`src/hw/rtl/cew_pkg.sv`:
```
// ----------------------------------------------------------------------------
// cew_pkg
// Shared types and codes of the completion epoch watermark tracker.
// ----------------------------------------------------------------------------
`timescale 1ns / 1ps
`default_nettype none

package cew_pkg;

   localparam int unsigned DEFAULT_WINDOW     = 64;
   localparam int unsigned DEFAULT_EPOCH_BITS = 32;
   localparam int unsigned FIELD_W            = 32;

   typedef enum logic [1:0] {
      ACT_RESERVE  = 2'd0,
      ACT_COMPLETE = 2'd1,
      ACT_CLEAR    = 2'd2
   } action_type;

   typedef enum logic [1:0] {
      STAT_OK       = 2'd0,
      STAT_IGNORED  = 2'd1,
      STAT_BEYOND   = 2'd2,
      STAT_DISABLED = 2'd3
   } status_type;

   typedef enum logic [2:0] {
      ST_IDLE,
      ST_EXEC,
      ST_MARK,
      ST_SHIFT,
      ST_REPLY
   } state_type;

   typedef struct packed {
      logic [1:0]         action;
      logic [FIELD_W-1:0] done_epoch;
   } req_item_type;

   typedef struct packed {
      logic [1:0]         status;
      logic [FIELD_W-1:0] granted_epoch;
      logic [FIELD_W-1:0] completed_mark;
      logic [FIELD_W-1:0] last_granted;
   } rsp_item_type;

endpackage : cew_pkg

`default_nettype wire

```
`src/hw/rtl/completion_epoch_watermark.sv`:
```
// ----------------------------------------------------------------------------
// completion_epoch_watermark
// Hands out increasing completion epochs and tracks the in-order completed
// watermark while completions arrive out of order.
// ----------------------------------------------------------------------------
//
//   channel   direction  handshake          payload
//   req_      in         req_valid/stall    req_item  (action, done_epoch)
//   rsp_      out        rsp_valid/stall    rsp_item  (status, granted_epoch,
//                                                      completed_mark,
//                                                      last_granted)
//   csr_      in         csr_wr_en          csr_wr_data (tracker_enabled)
//
// Sequencing: one item at a time. Reserve, clear and undefined actions pass
// the execute and reply steps; a rejected complete passes execute, mark and
// reply; a recorded complete adds the shift loop, which runs once for each
// position the watermark advances. In the loop one shared adder steps the
// watermark by one and the bitmap shifts down by one position per cycle.
// Reset: synchronous, active high; clears all epoch state and the bitmap at
// once, and disables the tracker. No clearing pass.
// Stalls: the result sits in an output register; the next item is accepted
// while it waits, and only the reply step waits for the register to free up.
// ----------------------------------------------------------------------------
`timescale 1ns / 1ps
`default_nettype none

module completion_epoch_watermark
   import cew_pkg::*;
#(
   parameter int unsigned WINDOW     = DEFAULT_WINDOW,
   parameter int unsigned EPOCH_BITS = DEFAULT_EPOCH_BITS
) (
   input  wire logic         clock,
   input  wire logic         reset,

   input  wire logic         csr_wr_en,
   input  wire logic         csr_wr_data,

   input  wire logic         req_valid,
   output      logic         req_stall,
   input  wire req_item_type req_item,

   output      logic         rsp_valid,
   input  wire logic         rsp_stall,
   output      rsp_item_type rsp_item
);

   localparam int unsigned W     = EPOCH_BITS;
   localparam int unsigned IDX_W = $clog2(WINDOW);
   // wide enough for an epoch distance and for WINDOW itself
   localparam int unsigned CW    = (W > IDX_W + 1) ? W : IDX_W + 1;

   // sequencer
   state_type state_ff, state_in;

   // tracker state
   logic              enable_ff;
   logic [W-1:0]      next_epoch_ff, next_epoch_in;
   logic [W-1:0]      last_ff,       last_in;
   logic [W-1:0]      mark_ff,       mark_in;
   logic [WINDOW-1:0] pending_ff,    pending_in;

   // working registers for the item in flight
   req_item_type      item_ff;
   logic [W:0]        diff_ff,       diff_in;
   status_type        status_ff,     status_in;
   logic [W-1:0]      granted_ff,    granted_in;

   // output register
   logic              rsp_valid_ff,  rsp_valid_in;
   rsp_item_type      rsp_item_ff;

   // shared adder
   logic [W:0]        add_a, add_b, add_sum;
   logic              add_cin;

   logic              req_accept;
   logic              rsp_load;
   logic [W-1:0]      epoch_d;
   logic [CW-1:0]     off_wide;
   logic [IDX_W-1:0]  off_idx;

   assign req_stall  = (state_ff != ST_IDLE);
   assign req_accept = req_valid && !req_stall;

   assign rsp_valid  = rsp_valid_ff;
   assign rsp_item   = rsp_item_ff;

   // The complete epoch is taken modulo the epoch width.
   assign epoch_d  = W'(item_ff.done_epoch);

   // Offset of the epoch above the watermark, held from the subtract step.
   assign off_wide = CW'(diff_ff[W-1:0]);
   assign off_idx  = off_wide[IDX_W-1:0];

   // One adder serves reserve increment, the stale-check subtract and the
   // watermark step.
   assign add_sum  = add_a + add_b + (W+1)'(add_cin);

   assign rsp_load = (state_ff == ST_REPLY) && (!rsp_valid_ff || !rsp_stall);
   assign rsp_valid_in = rsp_load || (rsp_valid_ff && rsp_stall);

   always_comb begin
      state_in      = state_ff;
      next_epoch_in = next_epoch_ff;
      last_in       = last_ff;
      mark_in       = mark_ff;
      pending_in    = pending_ff;
      diff_in       = diff_ff;
      status_in     = status_ff;
      granted_in    = granted_ff;
      add_a         = '0;
      add_b         = '0;
      add_cin       = 1'b0;

      unique case (state_ff)
         ST_IDLE: begin
            if (req_accept) begin
               state_in = ST_EXEC;
            end
         end

         ST_EXEC: begin
            status_in  = STAT_OK;
            granted_in = '0;
            unique case (item_ff.action)
               ACT_RESERVE: begin
                  // next epoch + 1, skipping 0 on a wrap
                  add_a   = {1'b0, next_epoch_ff};
                  add_cin = 1'b1;
                  if (enable_ff) begin
                     granted_in = next_epoch_ff;
                     last_in    = next_epoch_ff;
                     next_epoch_in = (add_sum[W-1:0] == '0) ? W'(1) : add_sum[W-1:0];
                  end else begin
                     status_in = STAT_DISABLED;
                  end
                  state_in = ST_REPLY;
               end
               ACT_COMPLETE: begin
                  // d - mark - 1; the top bit is set when d <= mark (d = 0 too)
                  add_a    = {1'b0, epoch_d};
                  add_b    = {1'b1, ~mark_ff};
                  diff_in  = add_sum;
                  state_in = ST_MARK;
               end
               ACT_CLEAR: begin
                  next_epoch_in = W'(1);
                  last_in       = '0;
                  mark_in       = '0;
                  pending_in    = '0;
                  state_in      = ST_REPLY;
               end
               default: begin
                  status_in = STAT_IGNORED;
                  state_in  = ST_REPLY;
               end
            endcase
         end

         ST_MARK: begin
            priority if (diff_ff[W]) begin
               status_in = STAT_IGNORED;
               state_in  = ST_REPLY;
            end else if (off_wide >= CW'(WINDOW)) begin
               status_in = STAT_BEYOND;
               state_in  = ST_REPLY;
            end else begin
               pending_in = pending_ff | (WINDOW'(1) << off_idx);
               state_in   = ST_SHIFT;
            end
         end

         ST_SHIFT: begin
            // Advance over the run of set bits at the bottom, one per cycle.
            if (pending_ff[0]) begin
               add_a      = {1'b0, mark_ff};
               add_cin    = 1'b1;
               mark_in    = add_sum[W-1:0];
               pending_in = pending_ff >> 1;
            end else begin
               state_in = ST_REPLY;
            end
         end

         ST_REPLY: begin
            if (rsp_load) begin
               state_in = ST_IDLE;
            end
         end

         default: begin
            state_in = ST_IDLE;
         end
      endcase
   end

   // Control and tracker state.
   always_ff @(posedge clock) begin
      if (reset) begin
         state_ff      <= ST_IDLE;
         enable_ff     <= 1'b0;
         next_epoch_ff <= W'(1);
         last_ff       <= '0;
         mark_ff       <= '0;
         pending_ff    <= '0;
         rsp_valid_ff  <= 1'b0;
      end else begin
         state_ff      <= state_in;
         next_epoch_ff <= next_epoch_in;
         last_ff       <= last_in;
         mark_ff       <= mark_in;
         pending_ff    <= pending_in;
         rsp_valid_ff  <= rsp_valid_in;
         if (csr_wr_en) begin
            enable_ff <= csr_wr_data;
         end
      end
   end

   // Payload registers.
   always_ff @(posedge clock) begin
      if (req_accept) begin
         item_ff <= req_item;
      end
      diff_ff    <= diff_in;
      status_ff  <= status_in;
      granted_ff <= granted_in;
      if (rsp_load) begin
         rsp_item_ff.status         <= status_ff;
         rsp_item_ff.granted_epoch  <= FIELD_W'(granted_ff);
         rsp_item_ff.completed_mark <= FIELD_W'(mark_ff);
         rsp_item_ff.last_granted   <= FIELD_W'(last_ff);
      end
   end

endmodule : completion_epoch_watermark

`default_nettype wire

```
`config.mk`:
```
export PLATFORM = sky130hd
export DESIGN_NAME = completion_epoch_watermark
export DESIGN_NICKNAME = d
export VERILOG_FILES = /design/src/hw/rtl/cew_pkg.sv /design/src/hw/rtl/completion_epoch_watermark.sv
export SDC_FILE = /design/constraint.sdc
export NUM_CORES = 1
export LEC_CHECK = 0
export ABC_AREA = 1
export BUFFER_PORTS_ARGS = -buffer_cell sky130_fd_sc_hd__buf_2
export CORE_UTILIZATION = 63
export CTS_CLUSTER_SIZE = 24
export DETAILED_ROUTE_END_ITERATION = 6
export GPL_TIMING_DRIVEN = 0
export PLACE_DENSITY = 0.83
export SYNTH_ARGS = -nofsm -noshare
export SYNTH_HDL_FRONTEND = slang
export SYNTH_SLANG_ARGS = --single-unit
```
`constraint.sdc`:
```
create_clock -name clock -period 15.9 [get_ports clock]
set_input_delay 1.59 -clock clock [delete_from_list [all_inputs] [get_ports clock]]
set_output_delay 1.59 -clock clock [all_outputs]
set_load 0.005 [all_outputs]
```
Word level (Yosys, flattened, before mapping). Cells that the tools add are included.

Register bits: 364. Bits in latches: 0. Memory bits (writable): 0. Memory bits (read-only): 0. Bits of input ports: 40. Word-level logic and storage cells: 96. Memories kept: 0.

$add $sub $neg: 2. $mul: 0. Divide/modulo/power cells: 0. Magnitude comparators: 1. Equal/unequal tests: 15. Shifts and indexed selects: 1. Multiplexer cells: 33. Bitwise logic cells: 2. Reduce and logical (&&, ||, !) cells: 25.

Operators by type and width (number): case mux 32 bit (2 select lines) (5); two-way mux 64 bit (4); two-way mux 32 bit (6); case mux 64 bit (3 select lines) (1); two-way mux 33 bit (2); bitwise OR 64 bit (1); << shifter 1 x 6 -> 64 bit (first input constant) (1); adder 33 x 1 -> 33 bit (1); adder 33 bit (1); greater-or-equal comparator 32 x 7 -> 1 bit (second input constant) (1); zero test 32 bit (1); NOT 32 bit (1); two-way mux 3 bit (6); case mux 3 bit (5 select lines) (1); inequality test 2 bit (second input constant) (7); AND reduction 3 bit (3); case mux 2 bit (2 select lines) (2); == test 3 x 2 -> 1 bit (second input constant) (2); two-way mux 2 bit (3); AND reduction 2 bit (3); nonzero test 2 bit (3); nonzero test 3 bit (2); AND reduction 5 bit (1); AND reduction 4 bit (1); other kinds (14) (20).

Depth between registers and ports, before layout. Gate-level depths: netlist (run 1).

Depth in word-level cells: 9. Depth in mapped cells: 27. Depth with buffers taken out: 26.

Worst setup path after synthesis (run 1). Ideal clock, no wire load.

Kind: input to register. From: input port rsp_stall. To: register rsp_item_ff, in the netlist rsp_item[0], enable pin. Arrival: 6.219 ns. Data required time: 15.313 ns. Slack: 9.094 ns. Cell stages on the path: 1. Buffers on the path: 0. Cell sequence: a21oi_1.

Word-level cells in the longest chain between the ends: 3.

Ends and longest elaborated chain: start, declared (line completion_epoch_watermark.sv:44) `input wire logic rsp_stall,`; zero test 1 bit (line completion_epoch_watermark.sv:100) `assign rsp_load = (state_ff == ST_REPLY) && (!rsp_valid_ff || !rsp_stall);`; logical OR 1 bit (line completion_epoch_watermark.sv:100); logical AND 1 bit (line completion_epoch_watermark.sv:100); end, declared (line completion_epoch_watermark.sv:71) `rsp_item_type rsp_item_ff;`.

Every way passes these cells. A chain may end at the register's enable or synchronous reset.

Worst setup path after layout (run 1).
From: register state_ff[0]. To: register next_epoch_ff[0].

Word-level cells in the longest chain between the ends: 8. Elaborated cells on any way between the ends: 12. Those cells by class: add/sub (2); eq/ne (2); mux (6); reduce/logical (2).

Ends and longest elaborated chain: start, declared (line completion_epoch_watermark.sv:54) `state_type state_ff, state_in;`; start signal, assigned (line completion_epoch_watermark.sv:209) `state_ff <= state_in;`; == test 3 x 2 -> 1 bit or == test 3 x 1 -> 1 bit (tied branches) (line completion_epoch_watermark.sv:116) `unique case (state_ff)`; case mux 32 bit (2 select lines) or two-way mux 33 bit (tied branches) (line completion_epoch_watermark.sv:116); adder 33 bit (line completion_epoch_watermark.sv:98) `assign add_sum = add_a + add_b + (W+1)'(add_cin);`; adder 33 x 1 -> 33 bit (*) (line completion_epoch_watermark.sv:98); named net add_sum[30] (line completion_epoch_watermark.sv:74) `logic [W:0] add_a, add_b, add_sum;`; zero test 32 bit (*) (line completion_epoch_watermark.sv:134) `next_epoch_in = (add_sum[W-1:0] == '0) ? W'(1) : add_sum[W-1:0];`; two-way mux 32 bit (*) (line completion_epoch_watermark.sv:134); two-way mux 32 bit (*) (line completion_epoch_watermark.sv:131) `if (enable_ff) begin`; case mux 32 bit (2 select lines) (*) (line completion_epoch_watermark.sv:126) `unique case (item_ff.action)`; end signal, assigned (line completion_epoch_watermark.sv:210) `next_epoch_ff <= next_epoch_in;`; end, declared (line completion_epoch_watermark.sv:58) `logic [W-1:0] next_epoch_ff, next_epoch_in;`.

Mark *: on every way through the listed nets, which the timed path passes. The rest lies on a longest branch. The select of a mux whose other input is x is not followed.

==> summary.md, run 1 <==
| Metric | Value |
|---|---|
| Share of the clock period used by the worst path after layout | 36.0% |
| Mux cell area share after synthesis | 0% |
| Clock transition at the registers of the reported paths | 0.07 ns |
| Yosys Warn Count | 0 |
| Maximum resistive drop on vdd | 0.000118 V |
| Initial antenna violation count | 0 |
| Share of synthesized cell area in and, or, nand and nor gates | 22.7% |
| Cell accounting for the most synthesized area | edfxtp_1 |
| Commonest cells after routing, fill and taps aside | nand2_1 (606), inv_1 (237), edfxtp_1 (199) |
| Post-layout min period | 5.72 ns |
| Final slew viol count | 0 |
| Worst R2R Setup Slack | 10.18 ns |
| Starting density of the core | 65.0% |
| Static leakage | 7.75 nW |
| H-tree depth reported by CTS | 2 |
| Worst slew pin tran | 1.12 ns |
| Share of the synthesized area in the top cell type | 36.1% |
| Final number of setup-violating endpoints | 0 |
| Setup repair after global routing missed its margin | no |
| Syn Nets | 2,031 |
| Worst min-delay path class | reg -> reg |
| Worst skew pair latency | 0.54 ns |
| Post-DP HPWL | 38,300 um |
| CTS tree | yes |
| Sinks on the clock net | 364 |
| Number of violations of the max-capacitance limit | 0 |
| Vias per Instance | 5.90 |
| Inserted Clock Buffers | 37 |
| Power spent charging and discharging nets | 0.513 mW |
| Sequential Power Share | 49.7% |
| Startpoint of the most critical setup path | state_ff[0] |
| Arrival time at the worst endpoint | 6.19 ns |
| Slew margin rel. | 25.1% |
| Part of the power in combinational logic | 8.4% |
| Final Hold Vio Count | 0 |
| Maximum operating frequency | 0.175 GHz |
| Buffer depth of the longest clock path | 3 |
| Count of unresolved DRC violations after routing | 0 |
| Die Footprint | 0.0269 mm^2 |
| Origin of the critical flop-to-flop path | state_ff[0] |
| Async SR Flop Fraction | 0% |
| R2r worst-path depth | 25 |
| Standard cell core area | 0.0255 mm^2 |
| Largest net degree at the start of global routing | 37 |
| Critical path data required time | 16.37 ns |
| Num rows | 58 |
| Drt total wl | 51,500 um |
| Wire length of the first global-routing pass | 77,100 um |
| Leading cell type in the layout, fill and taps excluded | nand2_1 |
| Worst slack at placement | 10.39 ns |
| Clk Tree Root Cell | clkbuf_16 |
| Share of final-layout standard cells stronger than drive strength 1 | 12.0% |
| Overflow after GRT | 0 |
| Startpoint type of the worst setup path | flop |
| Synth area leaders | edfxtp_1 (36%), dfxtp_1 (20%), nand2_1 (14%) |
| Via count of the first global-routing pass | 13,800 |
| Total of flip-flops plus latches after synthesis | 364 |
| Length of the first detailed-routing pass in iterations | 6 |
| Synthesized-area fraction occupied by ao, oa, aoi and oai cells | 10.6% |
| Adder-Cell Fraction of Synth Area | 2.89% |
| Post-cts hold buffer count | 0 |
| Result of the run | finished clean |
| Internal Pwr Total | 1.58 mW |
| Worst Setup Slack, final | 10.18 ns |
| Area delta synth->final | 14.8% |
| Worst Path Class, Setup | reg -> reg |
| Die outline width | 164 um |
| Port Buf Inserts | 138 |
| Post-Route Skew | 0.0201 ns |
| Reg-to-reg endpoint | next_epoch_ff[0] |
| Unique masters post-synth | 42 |
| Post-layout nets | 2,212 |
| Number of routed nets with antenna violations | 0 |
| Synthesized instance count | 1,954 |
| GRT Util Overall | 38.4% |
| Via count of the routed design | 14,700 |
| Endpoint of the most critical setup path | next_epoch_ff[0] |
| Fraction of power spent switching nets | 24.5% |
| Synth Area in XOR/XNOR | 0.106% |
| Wire per inst | 20.6 um |
| Count of flip-flops with a built-in enable after synthesis | 199 |
| Critical Path Fanout Max | 36 |
| Die span in y | 164 um |
| Largest family of logic cells by synthesized area | simple AND/OR/NAND/NOR gates |
| # diodes | 0 |
| Number of cells upsized or downsized after cts | 0 |
| I/O pin count | 140 |
| Post-route setup TNS | 0 ns |
| Cell Pwr Density | 110 mW/mm^2 |
| Final Core Density | 74.6% |
| Setup fix buffers added after clock tree synthesis | 0 |
| Mean area per synthesized cell | 8.48 um^2 |
| Synth Cell Area | 0.0166 mm^2 |
| Prevailing post-synth register cell | edfxtp_1 |
| Weighted congestion reported at the end of routability-driven placement | 1.00 |
| Part of the Yosys area used for sequential elements | 56.0% |
| Clk network pwr share | 41.9% |
| Number of DRC violations after detailed-routing iteration 0 | 1,708 |
| Endpoint type of the worst setup path | flop |
==> layer usage <==
| metal | GRT usage [%] | part of all wire (%) | vias to the layer above |
|---|---|---|---|
| met3 | 6.87 | 9.3 | 206 |
| met2 | 63.8 | 48 | 867 |
| met5 | 0 | 0 | - |
| met4 | 21.6 | 6.0 | 0 |
| li1 | - | - | 6769 |
| met1 | 47.1 | 37 | 6869 |
==> power by group through the flow <==
stage / sequential, mW / combinational (mW) / clock (mW)
global route: 1.04 / 0.189 / 0.911
floorplan: 1.06 / 0.0981 / 0
finish: 1.04 / 0.177 / 0.878
global placement: 1.06 / 0.161 / 0
CTS: 1.04 / 0.172 / 0.876
detailed placement: 1.06 / 0.171 / 0
==> cell families after synthesis <==
family,after synthesis
AO/OA/AOI/OAI,310
flip-flops,364
buffers and inverters,331
adder cells (fa/ha/maj),37
XOR/XNOR,2
AND/OR/NAND/NOR,910
==> cell type report <==
| type | count | area, um^2 |
|---|---|---|
| plain buffers | 82 | 345 |
| flip-flops and latches | 364 | 9280 |
| multi-input cells | 1259 | 6030 |
| repair buffers | 142 | 778 |
| fillers | 1850 | 6470 |
| clock buffers | 46 | 1060 |
| well taps | 330 | 413 |
| clock inverters | 22 | 163 |
| inverters | 249 | 935 |
==> flip-flops by register name (all words and copies together), names as in the netlist <==
signal         cells
state_ff           3
item_ff            2
rsp_item          98
enable_ff          1
rsp_valid          1
status_ff          2
last_ff           32
epoch_d           32
granted_ff        32
pending_ff        64
diff_ff           33
next_epoch_ff     32
mark_ff           32
==> synth_stat cells, types with 15 or more instances <==
cell type,number
nor2_1,142
edfxtp_1,199
a22o_1,29
buf_2,15
nand3_1,90
inv_1,237
o21ai_0,88
ha_1,35
nand2_1,606
dfxtp_1,165
o22ai_1,35
nand4_1,20
a21oi_1,127
clkbuf_1,56
==> stage by stage <==
stage,cells,power (mW),hold slack [ns],cell area (um^2)
floorplan,1954,1.16,0.400,16600
global placement,2422,1.22,0.404,17700
detailed placement,2426,1.23,0.405,17800
CTS,2494,2.09,0.419,19000
global route,2494,2.14,0.420,19000
finish,2494,2.10,0.416,19000
==> critical path, stage by stage, from the launching register on <==
cell and delay, ns:
dfxtp_1 0.39, inv_2 0.06, nor2_1 0.12, inv_2 0.07
nor2_4 0.84, inv_2 0.20, nor2_4 0.80, inv_1 0.37
buf_1 0.34, nor2_1 0.16, ha_1 0.31, nand2_1 0.17
inv_1 0.08, nand2_1 0.07, nand2_1 0.07, a21oi_1 0.23
nor2_1 0.12, nor2_1 0.20, nand2_1 0.11, nand2_1 0.09
nand2_2 0.08, nor2_1 0.19, nand3_1 0.16, o21ai_1 0.23
nand2_1 0.12, nand2_1 0.07
==> worst min path at each step <==
stage / start / end / slack [ns] / depth (start not counted)
final: granted_ff[6] / rsp_item[70] / 0.42 / 0
after global routing: granted_ff[16] / rsp_item[80] / 0.42 / 0
after CTS: granted_ff[13] / rsp_item[77] / 0.42 / 0
after detailed placement: granted_ff[13] / rsp_item[77] / 0.40 / 0
after global placement: granted_ff[13] / rsp_item[77] / 0.40 / 0
after floorplan: granted_ff[0] / rsp_item[64] / 0.40 / 0
Note: power is estimated with default switching activity, not from simulation.
==> run 2: changes to the inputs <==
--- a/config.mk
+++ b/config.mk
@@ -7,11 +7,11 @@
 export LEC_CHECK = 0
 export ABC_AREA = 1
 export BUFFER_PORTS_ARGS = -buffer_cell sky130_fd_sc_hd__buf_2
-export CORE_UTILIZATION = 63
+export CORE_UTILIZATION = 60
 export CTS_CLUSTER_SIZE = 24
 export DETAILED_ROUTE_END_ITERATION = 6
 export GPL_TIMING_DRIVEN = 0
-export PLACE_DENSITY = 0.83
+export PLACE_DENSITY = 0.8
 export SYNTH_ARGS = -nofsm -noshare
 export SYNTH_HDL_FRONTEND = slang
 export SYNTH_SLANG_ARGS = --single-unit
==> constraint.sdc (replaced) <==
create_clock -name clock -period 5.5 [get_ports clock]
set_input_delay 0.55 -clock clock [delete_from_list [all_inputs] [get_ports clock]]
set_output_delay 0.55 -clock clock [all_outputs]
set_load 0.005 [all_outputs]
==> summary.md, run 2 (synthesis gave the netlist of run 1 again) <==
| Metric | Value |
|---|---|
| Post-DP HPWL | 38,300 um (about the same) |
| Result of the run | finished clean |
| Setup repair after global routing missed its margin | no |
| Num rows | 60 (+3.4%) |
| GR Util met3 | 6.23% (-0.64 points) |
| I/O pin count | 140 (unchanged) |
| Weighted congestion reported at the end of routability-driven placement | 0.971 (-3.2%) |
| Die span in y | 168 um (+2.4%) |
| Maximum resistive drop on vdd | 0.000251 V (+110%) |
| DP Cell Count | 2,437 (+0.45%) |
| Wire length of the first global-routing pass | 76,900 um (-0.21%) |
| Final number of setup-violating endpoints | 0 (unchanged) |
| Final Non-Filler Cells | 2,507 (+0.52%) |
| Die Footprint | 0.0283 mm^2 (+4.9%) |
| Hold Path Origin | req_item[23] |
| Total power | 6.13 mW (+190%) |
| Starting density of the core | 61.3% (-3.7 points) |
| Maximum operating frequency | 0.188 GHz (+7.4%) |
| GRT Util Overall | 36.2% (-2.2 points) |
| Wire per inst | 20.6 um (about the same) |
| Internal Pwr Total | 4.61 mW (+190%) |
| Die outline width | 168 um (+2.4%) |
| Power spent charging and discharging nets | 1.52 mW (+200%) |
| # diodes | 0 (unchanged) |
| Startpoint of the most critical setup path | state_ff[0] |
| Vias per Instance | 5.87 (-0.48%) |
| Static leakage | 7.77 nW (+0.21%) |
| Worst slew pin tran | 1.16 ns (+0.0411 ns) |
| Cell Pwr Density | 322 mW/mm^2 (+190%) |
| Final slew viol count | 0 (unchanged) |
| Commonest cells after routing, fill and taps aside | nand2_1 (606), inv_1 (237), edfxtp_1 (199) |
| Startpoint type of the worst setup path | flop |
| Overflow after GRT | 0 (unchanged) |
| Share of the clock period used by the worst path after layout | 96.8% (+61 points) |
| Largest net degree at the start of global routing | 37 (unchanged) |
| Setup fix buffers added after clock tree synthesis | 0 (unchanged) |
| Endpoint type of the worst setup path | flop |
| Standard cell core area | 0.0270 mm^2 (+6.1%) |
| Drt total wl | 51,700 um (+0.46%) |
| Clk network pwr share | 42.3% (+0.4 points) |
| Top Usage Layer GRT | met2 |
| Area delta synth->final | 15.1% |
| Number of violations of the max-capacitance limit | 0 (unchanged) |
| Met2 capacity usage during global routing | 59.6% (-4.2 points) |
| Worst skew pair latency | 0.54 ns (about the same) |
| Worst min-delay path class | in -> reg |
| Buffer depth of the longest clock path | 3 (unchanged) |
| Max reg flops | 98 (unchanged) |
| Final Hold Vio Count | 0 (unchanged) |
| Clk Tree Root Cell | clkbuf_16 |
| Port Buf Inserts | 138 (unchanged) |
| Global-route track usage on met1 | 45.3% (-1.9 points) |
| Sequential Power Share | 49.1% (-0.6 points) |
| Sinks on the clock net | 364 (unchanged) |
| Via count of the first global-routing pass | 13,500 (-2.1%) |
| Origin of the critical flop-to-flop path | state_ff[0] |
| Inserted Clock Buffers | 37 (unchanged) |
| Via count of the routed design | 14,700 (+0.034%) |
| Post-Route Skew | 0.0212 ns (+0.00109 ns) |
| Count of unresolved DRC violations after routing | 0 (unchanged) |
| Post-cts hold buffer count | 0 (unchanged) |
| Leading cell type in the layout, fill and taps excluded | nand2_1 |
| Number of DRC violations after detailed-routing iteration 0 | 1,667 (-2.4%) |
| H-tree depth reported by CTS | 2 (unchanged) |
| Post-layout nets | 2,214 (+0.090%) |
| Critical Path Fanout Max | 18 (-50%) |
| Slew margin rel. | 22.5% (-2.6 points) |
| Arrival time at the worst endpoint | 5.79 ns (-0.40 ns) |
| Critical path data required time | 5.96 ns (-10.41 ns) |
| Part of the power in combinational logic | 8.6% (+0.2 points) |
| Initial antenna violation count | 1 (+1) |
| Post-layout min period | 5.32 ns (-0.394 ns) |
| Min Hold Slack | 0.182 ns (-0.234 ns) |
| Worst Path Class, Setup | reg -> reg |
| Share of final-layout standard cells stronger than drive strength 1 | 12.1% (+0.081 points) |
| CTS tree | yes |
| Clock transition at the registers of the reported paths | 0.06 ns (about the same) |
| Fraction of power spent switching nets | 24.8% (+0.28 points) |
| Length of the first detailed-routing pass in iterations | 7 (+1) |
| Number of routed nets with antenna violations | 0 (unchanged) |
## run 2: changes by cell type in the layout (fill, tap and decap cells not counted)
| cell | previous run | this run |
|---|---|---|
| inv_16 | 0 | 1 |
| nor2_2 | 9 | 11 |
| clkinvlp_4 | 2 | 0 |
| clkbuf_1 | 58 | 63 |
| buf_12 | 3 | 4 |
| clkbuf_16 | 40 | 37 |
| buf_16 | 1 | 0 |
| bufinv_16 | 2 | 4 |
| clkinv_8 | 0 | 1 |
| clkinv_16 | 0 | 1 |
| clkinv_1 | 10 | 5 |
## run 2: metrics by stage
stage	setup TNS [ns]	cell area (um^2)	util, %	setup WS (ns)
floorplan	0	16600	-	0.351
global placement	-65.63	17700	65.4	-1.46
detailed placement	-0.0517	17800	65.8	-0.0517
CTS	0	19100	70.5	0.116
global route	0	19100	70.5	0.0150
finish	0	19100	70.5	0.177
## run 2: layout make-up
class	instances	area, um^2
tap	341	427
clock buffer	48	1010
multi-input combinational	1261	6040
clock inverter	20	255
inverter	249	935
fill	2058	7970
sequential	364	9280
buffer	82	345
timing repair buffer	142	771
## run 2: worst paths after layout
| path | slack (ns) | cells past startpoint | to |
|---|---|---|---|
| hold / removal | 0.18 | 1 | epoch_d[23] |
| setup reg to reg | 0.18 | 23 | next_epoch_ff[0] |
| hold reg to reg | 0.41 | 0 | rsp_item[66] |
| setup / recovery | 0.18 | 23 | next_epoch_ff[0] |
## run 2: repair_timing
item,in CTS,in global routing
gates resized for setup,0,0
cloned,1,1
endpoints found under the setup margin,1,2
pin swaps,1,1
## run 2: power by group through the flow
stage	clock, mW	sequential (mW)	combinational [mW]
2_1_floorplan	0	3.06	0.284
3_3_place_gp	0	3.07	0.473
3_5_place_dp	0	3.07	0.496
6_report	2.60	3.01	0.524
4_1_cts	2.60	3.01	0.504
5_1_grt	2.70	3.02	0.555
## run 2: layer usage
metal	share of wire, %	vias up
met2	47	924
met1	37	6791
li1	-	6780
met4	6.4	0
met5	0	-
met3	10	221
## run 2: worst max-delay path, stage by stage (launching register included)
cell	delay, ns
dfxtp_1	0.41
inv_2	0.07
nor2_1	0.16
inv_2	0.12
nor2_4	0.58
inv_2	0.22
nor2_4	0.52
inv_1	0.28
clkbuf_1	0.31
nor2_1	0.23
ha_1	0.34
a21oi_1	0.37
nor2_1	0.10
o21ai_0	0.18
nand2_1	0.07
nor2_1	0.35
nand2_1	0.09
nand2_1	0.09
nand2_2	0.09
nor2_1	0.11
nand3_1	0.16
o21ai_1	0.19
nand2_1	0.10
nand2_1	0.09
